===== src/design/frm_pkg.sv =====
`timescale 1ns / 1ps

package frm_pkg;

	// Configuration port
	localparam int CFG_W     = 32;
	localparam int CFG_IDX_W = 1;

	localparam logic [CFG_IDX_W-1:0] REG_TICKS_PER_SECOND   = 1'd0;
	localparam logic [CFG_IDX_W-1:0] REG_TARGET_FRAME_TICKS = 1'd1;

	localparam logic [CFG_W-1:0] TICKS_PER_SECOND_RESET   = 32'd1000000;
	localparam logic [CFG_W-1:0] TARGET_FRAME_TICKS_RESET = 32'd16667;

	// Request mode codes
	localparam logic MODE_FRAME   = 1'b0;
	localparam logic MODE_RESTART = 1'b1;

	// Result widths and arithmetic constants
	localparam int FPS_W  = 24;
	localparam int PROD_W = 2 * CFG_W;

	// Average divides by ten; new sample weight one, old weight nine
	localparam int                  EMA_DEN_W = 4;
	localparam logic [EMA_DEN_W-1:0] EMA_DEN  = 4'd10;

	// Divide by ten one 20-bit digit at a time: floor(n/10) = (n * RECIP) >> 27, n < 2^26
	localparam int                   EMA_DIG_W    = 20;
	localparam int                   EMA_CUR_W    = EMA_DEN_W + EMA_DIG_W;
	localparam logic [EMA_CUR_W-1:0] EMA_RECIP    = 24'hCCCCCD;
	localparam int                   EMA_RECIP_SH = 27;

	typedef enum logic [2:0] {
		ST_IDLE,
		ST_CALC,
		ST_MUL,
		ST_START,
		ST_WAIT,
		ST_EMIT
	} ctrl_state_t;

	typedef struct packed {
		logic capture;
		logic restart_load;
		logic frame_step;
		logic mul;
		logic start;
		logic commit;
		logic load_out;
	} ctrl_cmd_t;

	typedef struct packed {
		logic restart;
		logic ema_busy;
		logic fps_busy;
	} ctrl_status_t;

endpackage


===== src/design/frm_ctrl.sv =====
`timescale 1ns / 1ps

module frm_ctrl (
	input  logic                  clk,
	input  logic                  arst_n,
	input  logic                  in_valid,
	output logic                  in_ready,
	output logic                  out_valid,
	input  logic                  out_ready,
	input  frm_pkg::ctrl_status_t status,
	output frm_pkg::ctrl_cmd_t    cmd
);
	import frm_pkg::*;

	ctrl_state_t state_q;
	ctrl_state_t state_d;
	logic        out_valid_q;
	logic        out_free;
	logic        div_idle;

	assign out_free = !out_valid_q || out_ready;
	assign div_idle = !status.ema_busy && !status.fps_busy;

	// Next state
	always_comb begin
		state_d = state_q;
		unique case (state_q)
			ST_IDLE:  if (in_valid) state_d = ST_CALC;
			ST_CALC:  state_d = status.restart ? ST_EMIT : ST_MUL;
			ST_MUL:   state_d = ST_START;
			ST_START: state_d = ST_WAIT;
			ST_WAIT:  if (div_idle) state_d = ST_EMIT;
			ST_EMIT:  if (out_free) state_d = ST_IDLE;
			default:  state_d = ST_IDLE;
		endcase
	end

	// Commands
	always_comb begin
		cmd      = '0;
		in_ready = 1'b0;
		unique case (state_q)
			ST_IDLE: begin
				in_ready    = 1'b1;
				cmd.capture = in_valid;
			end
			ST_CALC: begin
				cmd.restart_load = status.restart;
				cmd.frame_step   = !status.restart;
			end
			ST_MUL:   cmd.mul = 1'b1;
			ST_START: cmd.start = 1'b1;
			ST_WAIT:  cmd.commit = div_idle;
			ST_EMIT:  cmd.load_out = out_free;
			default: ;
		endcase
	end

	// Hold state and result valid
	always_ff @(posedge clk or negedge arst_n) begin
		if (!arst_n) begin
			state_q     <= ST_IDLE;
			out_valid_q <= 1'b0;
		end else begin
			state_q <= state_d;
			if (cmd.load_out) begin
				out_valid_q <= 1'b1;
			end else if (out_ready) begin
				out_valid_q <= 1'b0;
			end
		end
	end

	assign out_valid = out_valid_q;

`ifndef SYNTH
	a_one_in_flight: assert property (@(posedge clk) disable iff (!arst_n)
		(in_valid && in_ready) |=> !in_ready)
		else $error("second request accepted while one is in flight");

	a_div_engaged: assert property (@(posedge clk) disable iff (!arst_n)
		(state_q == ST_START) |=> status.ema_busy)
		else $error("average divider did not start");

	a_wait_exit: assert property (@(posedge clk) disable iff (!arst_n)
		(state_q == ST_WAIT && div_idle) |=> (state_q == ST_EMIT))
		else $error("controller missed divider completion");
`endif
endmodule


===== config.mk =====
export PLATFORM = sky130hd
export DESIGN_NAME = frm_ctrl
export DESIGN_NICKNAME = d
export VERILOG_FILES = /design/src/design/frm_pkg.sv /design/src/design/frm_ctrl.sv
export SDC_FILE = /design/constraint.sdc
export NUM_CORES = 1
export LEC_CHECK = 0
export ABC_AREA = 1
export BUFFER_PORTS_ARGS = -buffer_cell sky130_fd_sc_hd__buf_2
export CORE_AREA = 5 5 42 44
export CTS_BUF_LIST = sky130_fd_sc_hd__clkbuf_8
export CTS_CLUSTER_DIAMETER = 120
export DETAILED_ROUTE_END_ITERATION = 12
export DIE_AREA = 0 0 47 49
export PLACE_DENSITY = 0.58
export SETUP_SLACK_MARGIN = 0.5
export SLEW_MARGIN = 10
export SYNTH_ARGS = -nofsm -noshare
export SYNTH_HDL_FRONTEND = slang
export SYNTH_SLANG_ARGS = --single-unit

===== constraint.sdc =====
create_clock -name clk -period 0.98 [get_ports clk]
set_input_delay 0.294 -clock clk [delete_from_list [all_inputs] [get_ports clk]]
set_output_delay 0.294 -clock clk [all_outputs]
set_load 0.02 [all_outputs]

Yosys cells after proc, flatten, opt, wreduce, memory -nomap -nowiden

Cells that the tools add are included.

Reductions and logical operators: 9
Eq/ne operators: 8
Mux-type cells: 14

Operators by type and width:

| cell                                           | count |
|---|---|
| one-hot mux 3 bit (6 select lines)             | 1 |
| two-way mux 3 bit                              | 4 |
| two-way mux 1 bit                              | 8 |
| == test 3 x 2 -> 1 bit (second input constant) | 2 |
| == test 3 bit (second input constant)          | 2 |
| != test 2 bit (second input constant)          | 3 |
| zero test 1 bit                                | 4 |
| == test 3 x 1 -> 1 bit (second input constant) | 1 |
| zero test 3 bit                                | 1 |
| AND reduction 3 bit                            | 1 |
| two-way mux 2 bit                              | 1 |
| nonzero test 2 bit                             | 1 |
| logical AND 1 bit                              | 1 |
| logical OR 1 bit                               | 1 |

Logic and storage cells: 33
Bits of input ports: 7
Output and inout port bits: 9
Register bits: 4

Longest topological paths before layout

Gate-level depths: netlist of run 1.

Word-level depth: 4
Gate-level depth with buffers: 7
Gate-level depth less buffers: 7

Worst setup path before layout of run 1

No wires, ideal clock.

Kind: register to output
Start: register state_q[2]
End: output port cmd[1] (netlist name)
Stages on the path, launching flop included: 3
Path buffers: 0
Required time: 686 ps
Data arrival time: 1236 ps
Path slack: -550 ps
Cell sequence: dfrtp_1 > inv_2 > nor4_1

RTL lines:

| item                     | line           | RTL |
|---|---|---|
| start: declaration       | frm_ctrl.sv:15 | `ctrl_state_t state_q;` |
| start signal: assignment | frm_ctrl.sv:65 | `state_q <= state_d;` |
| end: declaration         | frm_ctrl.sv:11 | `output frm_pkg::ctrl_cmd_t cmd` |

==> impl_metrics.csv, run 1 <==
group,metric,value,unit
clock_tree,numCtsBuffers,3,
clock_tree,clock_path_buffers,2,
yosys,syn_inst,44,
yosys,synth_nets,51,
critical_path,worstRegToRegCells,10,
floorplan,die-area,0.002303,mm²
route,wl_met3,71,µm
power_and_ir_drop,netSwitchingPower,1.239,mW
critical_path,worst_ep_required_time,690,ps
power_and_ir_drop,p_comb_share,73.1,%
critical_path,slowest_stage,"dfrtp_2",
placement,placed_cell_area,563.0,µm²
clock_tree,cts_root_buffer,"clkbuf_8",
sta,fin_crit_sh,150.1,%
global_route,globalRouteOverflowTotal,0,
yosys,yosys.area_share.simple,45.91,%
floorplan,die_y,49,µm
critical_path,crit_chain,"buf_12 > nor3_4 > buf_6",
route,drc_errors,0,
placement,port_buffers,15,
route,drtPass1Iterations,4,
finish,final_area,808.3,µm²
finish,drive_above_1_share,79.27,%
global_route,grt_pass1_wl,1607,µm
sta,period_needed,1471,ps
worst_hold_path,holdCritPathClass,"in2async",
critical_path,arrival,1180,ps
critical_path,r2r_end,"state_q[2]",
clock_tree,path_clk_slew,30,ps
placement,place_congestion,0.7759,
floorplan,initial_core_util,22.95,%
power_and_ir_drop,p_sw_share,43.34,%
route,top_layer_used,"met3",
route,first_iter_violations,5,
route,avgViaCountPerCell,4.296,
global_route,grt_pass1_vias,384,
power_and_ir_drop,clkPwrFrac,12.4,%
power_and_ir_drop,sequentialPowerShare,14.5,%
yosys,synth_top_family_by_area,"simple AND/OR/NAND/NOR gates",
yosys,synth_seq_cells,4,
sta,finalMaxSlewViolations,0,
route,wl_met2,581,µm
yosys,syn_avg_cell_area,7.308,µm²
sta,skew,7.057,ps
placement,hpwl,694,µm
clock_tree,cts_max_level,1,
yosys,synth_cell_types,20,
yosys,synth_compound_area_share,7.782,%
sta,hold_viol,4,
sta,tightest_slew,230.1,ps
finish,final_common_cell,"buf_6",
sta,setup_viol,13,
power_and_ir_drop,intPower,1.619,mW
floorplan,dieWidth,47,µm
sta,finalWorstSetupSlack,-490.6,ps
critical_path,slowest_delay,460,ps
floorplan,rows,14,
yosys,syn-cell-area,321.6,µm²
power_and_ir_drop,ir_drop,2.012,mV
status,status,"complete, but fails checks",
route,m1WireLength,389,µm
finish,final_cell_mix,"buf_6 (15), buf_4 (13), buf_2 (6)",
job,drv_cap,0,
finish,nets,90,
yosys,synth.yosys.seq_area_share,31.13,%
route,wl_per_cell,10.63,µm
finish,antenna_cells,0,
route,vias,421,
floorplan,core_area,0.001401,mm²
placement,post-place-ws,-286.4,ps
sta,relSlewSlack,84.66,%
finish,final_cell_count_no_fill,98,
critical_path,r2r-start,"state_q[2]",
sta,tns,-4558,ps
floorplan,io_pins,16,
sta,fmax,680.0,MHz
global_route,track_usage,9.760,%
power_and_ir_drop,power_density,3536,mW/mm²
critical_path,cp_max_fo,5,
status,failed_checks,"negative hold slack, negative setup slack",
power_and_ir_drop,leakagePower,0.4002,nW
placement,place_inst,85,
yosys,yosys.area_share.adder,0,%
yosys,yosys_warnings,0,
clock_tree,clk_latency,220,ps
global_route,grt_max_degree,7,
global_route,antenna_found_initial,0,
yosys,synth_xor_area_share,0,%
route,postRouteAntennaNets,0,
critical_path,rrSetupSlack,-390,ps
sta,hold_ws,-127.8,ps
route,wl,1042,µm
finish,area_growth,151.4,%
critical_path,critPathKind,"reg2out",
critical_path,critical_path.endpoint_type,"output port",
clock_tree,cts_sinks,4,
critical_path,start_kind,"flip-flop",
sta,grt_setup_unrepaired,"true",
clock_tree,cts_tree,"yes",
yosys,synth_mux_area_share,0,%
worst max-delay path, delay by kind of cell, from the launching register on:
family	cells	cell delay [ps]
buf+inv	2	300
flops	1	460
simple gates	1	190
per-layer routing:
layer,GRT usage (%),up-vias
met4,2.765,0
met1,10.24,191
met2,15.84,16
met5,0,-
met3,5.904,0
li1,-,214
timing repair:
action	4_1_cts	5_1_grt
pin swaps	4	7
setup endpoints to repair	13	13
buffers inserted	4	5
resized for setup	30	6
endpoints found under the hold margin	4	4
cells by family (layout without fill, tap and decap cells):
logic type / count (synthesis) / count (layout)
flops: 4 / 4
buf+inv: 11 / 49
compound gates: 4 / 4
simple gates: 25 / 25
Yosys cell counts:
cell,n,area (µm²)
nor4_2,1,12.51
buf_6,1,11.26
nor4_1,1,6.260
nor2_1,3,11.26
nor3_1,1,5.000
nor2_2,2,12.51
o21ai_1,2,10.01
nand2_2,1,6.260
inv_2,3,11.26
nand4_2,1,12.51
inv_1,7,26.28
nand2_1,9,33.78
nand3_1,1,5.000
nor3_2,1,10.01
o21bai_1,1,7.510
dfrtp_1,4,100.1
o21a_1,1,7.510
nand3_2,2,20.02
or2_2,1,6.260
or2_1,1,6.260
layout make-up:
type,count,area [µm²]
flip-flops and latches,4,103.9
well taps,16,20.02
multi-input cells,29,272.8
clock buffers,3,41.29
clock inverters,1,3.754
fillers,118,593.1
inverters,10,50.05
repair buffers,35,316.6
state kept, by name (all words and copies together) (netlist names):
name and flops:
state_q 3, out_valid 1
through the flow:
stage	power, mW	util, %
6_report	2.858	57.68
4_1_cts	2.604	53.13
3_3_place_gp	1.745	40.18
2_1_floorplan	1.315	-
5_1_grt	3.058	57.68
3_5_place_dp	1.759	40.18
how the worst max path moves through the flow:
| stage | from | to | slack, ps | cells after the start |
|---|---|---|---|---|
| 6_report | state_q[2] | cmd[3] | -490 | 3 |
| 5_1_grt | state_q[0] | cmd[4] | -550 | 4 |
| 4_1_cts | state_q[1] | cmd[4] | -490 | 2 |
| 3_5_place_dp | state_q[0] | cmd[1] | -290 | 3 |
| 3_3_place_gp | state_q[1] | cmd[4] | -280 | 2 |
| 2_1_floorplan | state_q[0] | cmd[1] | -210 | 2 |
power groups by stage:
stage / combinational [mW] / sequential, mW / clock [mW]
after global routing: 2.24 / 0.422 / 0.391
after floorplan: 0.886 / 0.430 / 0
after detailed placement: 1.33 / 0.429 / 0
after global placement: 1.32 / 0.427 / 0
final: 2.09 / 0.413 / 0.354
after CTS: 1.79 / 0.443 / 0.369
Note: power is estimated with default switching activity, not from simulation.
==> inputs of run 2 (changes only) <==
--- a/config.mk
+++ b/config.mk
@@ -12,8 +12,9 @@
 export CTS_CLUSTER_DIAMETER = 120
 export DETAILED_ROUTE_END_ITERATION = 12
 export DIE_AREA = 0 0 47 49
-export PLACE_DENSITY = 0.58
+export PLACE_DENSITY = 0.57
 export SETUP_SLACK_MARGIN = 0.5
+export SKIP_CTS_REPAIR_TIMING = 1
 export SLEW_MARGIN = 10
 export SYNTH_ARGS = -nofsm -noshare
 export SYNTH_HDL_FRONTEND = slang
==> constraint.sdc (replaced) <==
create_clock -name clk -period 1.8 [get_ports clk]
set_input_delay 0.54 -clock clk [delete_from_list [all_inputs] [get_ports clk]]
set_output_delay 0.54 -clock clk [all_outputs]
set_load 0.02 [all_outputs]
==> run 2 against run 1 <==
The flow now finishes without violations. Sequential share of layout area up 2.2 points. Flip-flop and latch count unchanged. Clock power down 49%. Via count down 14%. Highest routed layer unchanged.
==> impl_metrics.csv, run 2 (synthesized netlist as in run 1, its figures left out) <==
group,metric,value,unit
floorplan,core_area,0.001401,mm²
clock_tree,clk_latency,210,ps
clock_tree,clock_path_buffers,2,
finish,final_cell_mix,"buf_6 (10), buf_4 (10), nand2_1 (7)",
critical_path,r2r-start,"state_q[1]",
clock_tree,path_clk_slew,30,ps
critical_path,slowest_stage,"dfrtp_2",
critical_path,worstRegToRegCells,7,
sta,relSlewSlack,84.92,%
floorplan,die-area,0.002303,mm²
critical_path,cp_max_fo,5,
finish,multi_input_area,262.8,µm²
floorplan,rows,14,
critical_path,critPathKind,"reg2out",
sta,setup_viol,0,
critical_path,rrSetupSlack,560,ps
placement,hpwl,603.8,µm
placement,port_buffers,15,
critical_path,r2r_end,"state_q[2]",
worst_hold_path,holdCritPathClass,"in2async",
finish,antenna_cells,0,
floorplan,dieWidth,47,µm
clock_tree,cts_sinks,4,
power_and_ir_drop,power_density,1830,mW/mm²
global_route,grt_pass1_vias,296,
route,first_iter_violations,0,
sta,skew,0.3272,ps
route,avgViaCountPerCell,4.209,
global_route,grt_pass1_wl,1193,µm
power_and_ir_drop,leakagePower,0.3301,nW
finish,largest_reg_flops,3,
route,wl_per_cell,9.581,µm
placement,place_congestion,0.7079,
finish,largest_register,"state_q",
floorplan,initial_core_util,22.95,%
clock_tree,cts_root_buffer,"clkbuf_8",
clock_tree,cts_max_level,1,
sta,hold_ws,123.5,ps
critical_path,worst_ep_required_time,1260,ps
sta,fin_crit_sh,94.12,%
sta,hold_viol,0,
status,status,"completed",
critical_path,critPathTopFamily,"flip-flops",
floorplan,die_y,49,µm
finish,nFillCells,149,
critical_path,arrival,1150,ps
finish,nets,79,
floorplan,io_pins,16,
sta,fmax,590.3,MHz
route,vias,362,
sta,period_needed,1694,ps
sta,grt_setup_unrepaired,"true",
critical_path,critical_path.endpoint_type,"output port",
finish,final_area,688.2,µm²
global_route,antenna_found_initial,0,
route,drtPass1Iterations,1,
placement,placed_cell_area,498.0,µm²
job,drv_cap,0,
route,postRouteAntennaNets,0,
global_route,globalRouteOverflowTotal,0,
global_route,grt_max_degree,8,
finish,drive_above_1_share,75.71,%
route,wl,824,µm
clock_tree,cts_tree,"yes",
critical_path,worst-path-buf-inv,1,
route,drc_errors,0,
clock_tree,numCtsBuffers,3,
global_route,track_usage,7.502,%
sta,finalMaxSlewViolations,0,
critical_path,slowest_delay,480,ps
critical_path,start_kind,"flip-flop",
finish,area_growth,114.0,%
critical_path,crit_chain,"nor4_4 > buf_4",
power_and_ir_drop,ir_drop,0.9541,mV
sta,tightest_slew,226.1,ps
finish,seq_area,103.9,µm²
## run 2: cell types whose count changed in the layout (fill, tap and decap cells not counted), moves of 2 or more
cell	delta
inv_1	-3
buf_2	-2
buf_6	-5
nand2_2	-2
nand2_1	+2
inv_4	+3
buf_4	-3
## run 2: worst max path at each step
stage | startpoint | endpoint | slack [ps] | depth (start not counted)
after floorplan | status[1] | cmd[1] | 330 | 3
after global placement | out_ready | cmd[0] | 140 | 5
after detailed placement | out_ready | cmd[0] | 130 | 5
after CTS | state_q[0] | cmd[4] | -30 | 3
after global routing | state_q[1] | cmd[4] | 40 | 2
final | state_q[1] | cmd[4] | 110 | 2
## run 2: layout make-up
type                    count  area share, %
multi-input cells          29          38.18
repair buffers             24          30.18
flip-flops and latches      4          15.09
inverters                  10          7.636
clock buffers               3          6.000
well taps                  16          2.909
## run 2: metrics by stage
stage / utilization, % / setup WS (ps) / std cells / power, mW / setup TNS, ps
2_1_floorplan: - / 332.1 / 44 / 0.7347 / 0
4_1_cts: 38.48 / -32.50 / 78 / 1.047 / -61.45
5_1_grt: 49.11 / 40.23 / 86 / 1.354 / 0
6_report: 49.11 / 105.9 / 86 / 1.259 / 0
3_5_place_dp: 35.54 / 130.9 / 75 / 0.8589 / 0
3_3_place_gp: 35.54 / 138.7 / 75 / 0.8498 / 0
## run 2: layer usage
metal / GRT usage (%) / wire length, µm / vias to the layer above
met1: 8.482 / 332 / 159
met4: 5.530 / 0 / 0
li1: - / - / 193
met3: 4.059 / 68 / 0
met2: 10.18 / 423 / 10
met5: 0 / 0 / -
## run 2: report_power, final
part / internal [mW] / switching [mW] / total, mW
logic: 0.390 / 0.446 / 0.836
clock network: 0.142 / 0.0400 / 0.182
registers: 0.141 / 0.0996 / 0.241
total: 0.674 / 0.586 / 1.26
==> inputs of run 3 (changes only) <==
==> constraint.sdc (replaced) <==
create_clock -name clk -period 1.75 [get_ports clk]
set_input_delay 0.525 -clock clk [delete_from_list [all_inputs] [get_ports clk]]
set_output_delay 0.525 -clock clk [all_outputs]
set_load 0.02 [all_outputs]
==> run 3 against run 2 <==
Setup slack got worse by 58 ps. Combinational power rose by 4.5%. Sequential share of layout area rose by 0.28 points. First-iteration DRC count rose by 2. Clock power rose by 8%. Clock skew rose by 2.4 ps. Global-route usage fell by 0.36 points. Count of clock-buffer cells in the layout did not move. Final area fell by 1.8%. Via count fell by 3.3%. Critical path type unchanged.
==> impl_metrics.csv, run 3 (synthesized netlist as in run 1, its figures left out) <==
group,metric,value,unit
status,status,"completed",
finish,final_cell_count_no_fill,84,
finish,fin_util,48.21,%
worst_hold_path,holdCritPathClass,"in2async",
clock_tree,clock_path_buffers,2,
finish,nets,76,
finish,nFillCells,144,
job,drv_cap,0,
critical_path,critical_path.endpoint_type,"output port",
critical_path,critPathKind,"reg2out",
finish,final_common_cell,"buf_6",
placement,place_inst,75,
critical_path,cp_max_fo,5,
finish,largest_reg_flops,3,
floorplan,die_y,49,µm
route,postRouteAntennaNets,0,
critical_path,r2r-start,"state_q[1]",
clock_tree,cts_tree,"yes",
critical_path,start_kind,"flip-flop",
sta,tightest_slew,232.3,ps
floorplan,die-area,0.002303,mm²
global_route,track_usage,7.138,%
clock_tree,cts_max_level,1,
floorplan,io_pins,16,
power_and_ir_drop,ir_drop,1.164,mV
sta,fmax,587.6,MHz
sta,grt_setup_unrepaired,"true",
route,vias,350,
global_route,grt_pass1_vias,303,
global_route,grt_max_degree,8,
finish,multi_input_area,265.3,µm²
critical_path,worst_ep_required_time,1220,ps
route,wl_per_cell,9.452,µm
placement,hpwl,613.3,µm
power_and_ir_drop,leakagePower,0.3237,nW
critical_path,arrival,1180,ps
sta,skew,2.735,ps
finish,seq_area,103.9,µm²
sta,fin_crit_sh,97.25,%
placement,place_congestion,0.6854,
sta,hold_viol,0,
critical_path,rrSetupSlack,570,ps
floorplan,initial_core_util,22.95,%
sta,setup_viol,0,
floorplan,core_area,0.001401,mm²
sta,finalMaxSlewViolations,0,
route,avgViaCountPerCell,4.167,
finish,drive_above_1_share,69.12,%
critical_path,r2r_end,"state_q[2]",
route,wl,794,µm
sta,period_needed,1702,ps
global_route,globalRouteOverflowTotal,0,
sta,relSlewSlack,84.52,%
finish,area_growth,110.1,%
sta,tns,0,ps
floorplan,rows,14,
route,drtPass1Iterations,2,
floorplan,dieWidth,47,µm
sta,hold_ws,104.3,ps
clock_tree,clk_latency,220,ps
placement,port_buffers,15,
global_route,antenna_found_initial,0,
power_and_ir_drop,power_density,1966,mW/mm²
critical_path,worstRegToRegCells,7,
finish,final_cell_mix,"buf_6 (9), nand2_1 (8), buf_2 (6)",
clock_tree,numCtsBuffers,3,
route,first_iter_violations,2,
finish,largest_register,"state_q",
clock_tree,path_clk_slew,30,ps
clock_tree,cts_sinks,4,
finish,antenna_cells,0,
route,drc_errors,0,
global_route,grt_pass1_wl,1207,µm
clock_tree,cts_root_buffer,"clkbuf_8",
-- run 3: metal layers --
layer  vias up  share of wire (%)  global-route usage (%)
met5         -                  0                       0
met4         0                  0                   4.147
met3         0                8.2                   2.214
met2        10                 52                   10.18
met1       153                 40                   9.111
li1        187                  -                       -
-- run 3: per-stage QoR --
stage	cell area (µm²)	power, mW	worst slack (ps)
after CTS	536.8	1.071	-60.68
after global placement	491.7	0.8589	118.7
after floorplan	400.4	0.7412	312.1
final	675.6	1.328	48.06
after detailed placement	491.7	0.8657	111.8
after global routing	675.6	1.421	-11.30
-- run 3: worst max-delay path, cell delays in order (launching register included) --
cell and delay, ps:
dfrtp_2 480, buf_6 160, nor3_4 180, buf_6 140
-- run 3: power breakdown --
part / switching, mW / internal, mW / leakage [nW]
Combinational: 0.464 / 0.410 / 0.250
Sequential: 0.112 / 0.145 / 0.0469
Clock: 0.0473 / 0.150 / 0.0269
-- run 3: how the worst max path moves through the flow --
stage	end	cells past startpoint	start	slack, ps
6_report	cmd[3]	3	state_q[0]	50
5_1_grt	cmd[4]	3	state_q[0]	-10
4_1_cts	cmd[4]	3	state_q[0]	-60
3_5_place_dp	cmd[0]	5	out_ready	110
3_3_place_gp	cmd[0]	5	out_ready	120
2_1_floorplan	cmd[1]	3	status[1]	310
-- run 3: final cells by class --
| cell class | count | share of cell area, % |
|---|---|---|
| multi-input combinational | 29 | 39.26 |
| clock buffer | 3 | 6.111 |
| inverter | 10 | 7.778 |
| timing repair buffer | 21 | 27.96 |
| clock inverter | 1 | 0.5556 |
| sequential | 4 | 15.37 |
| tap | 16 | 2.963 |
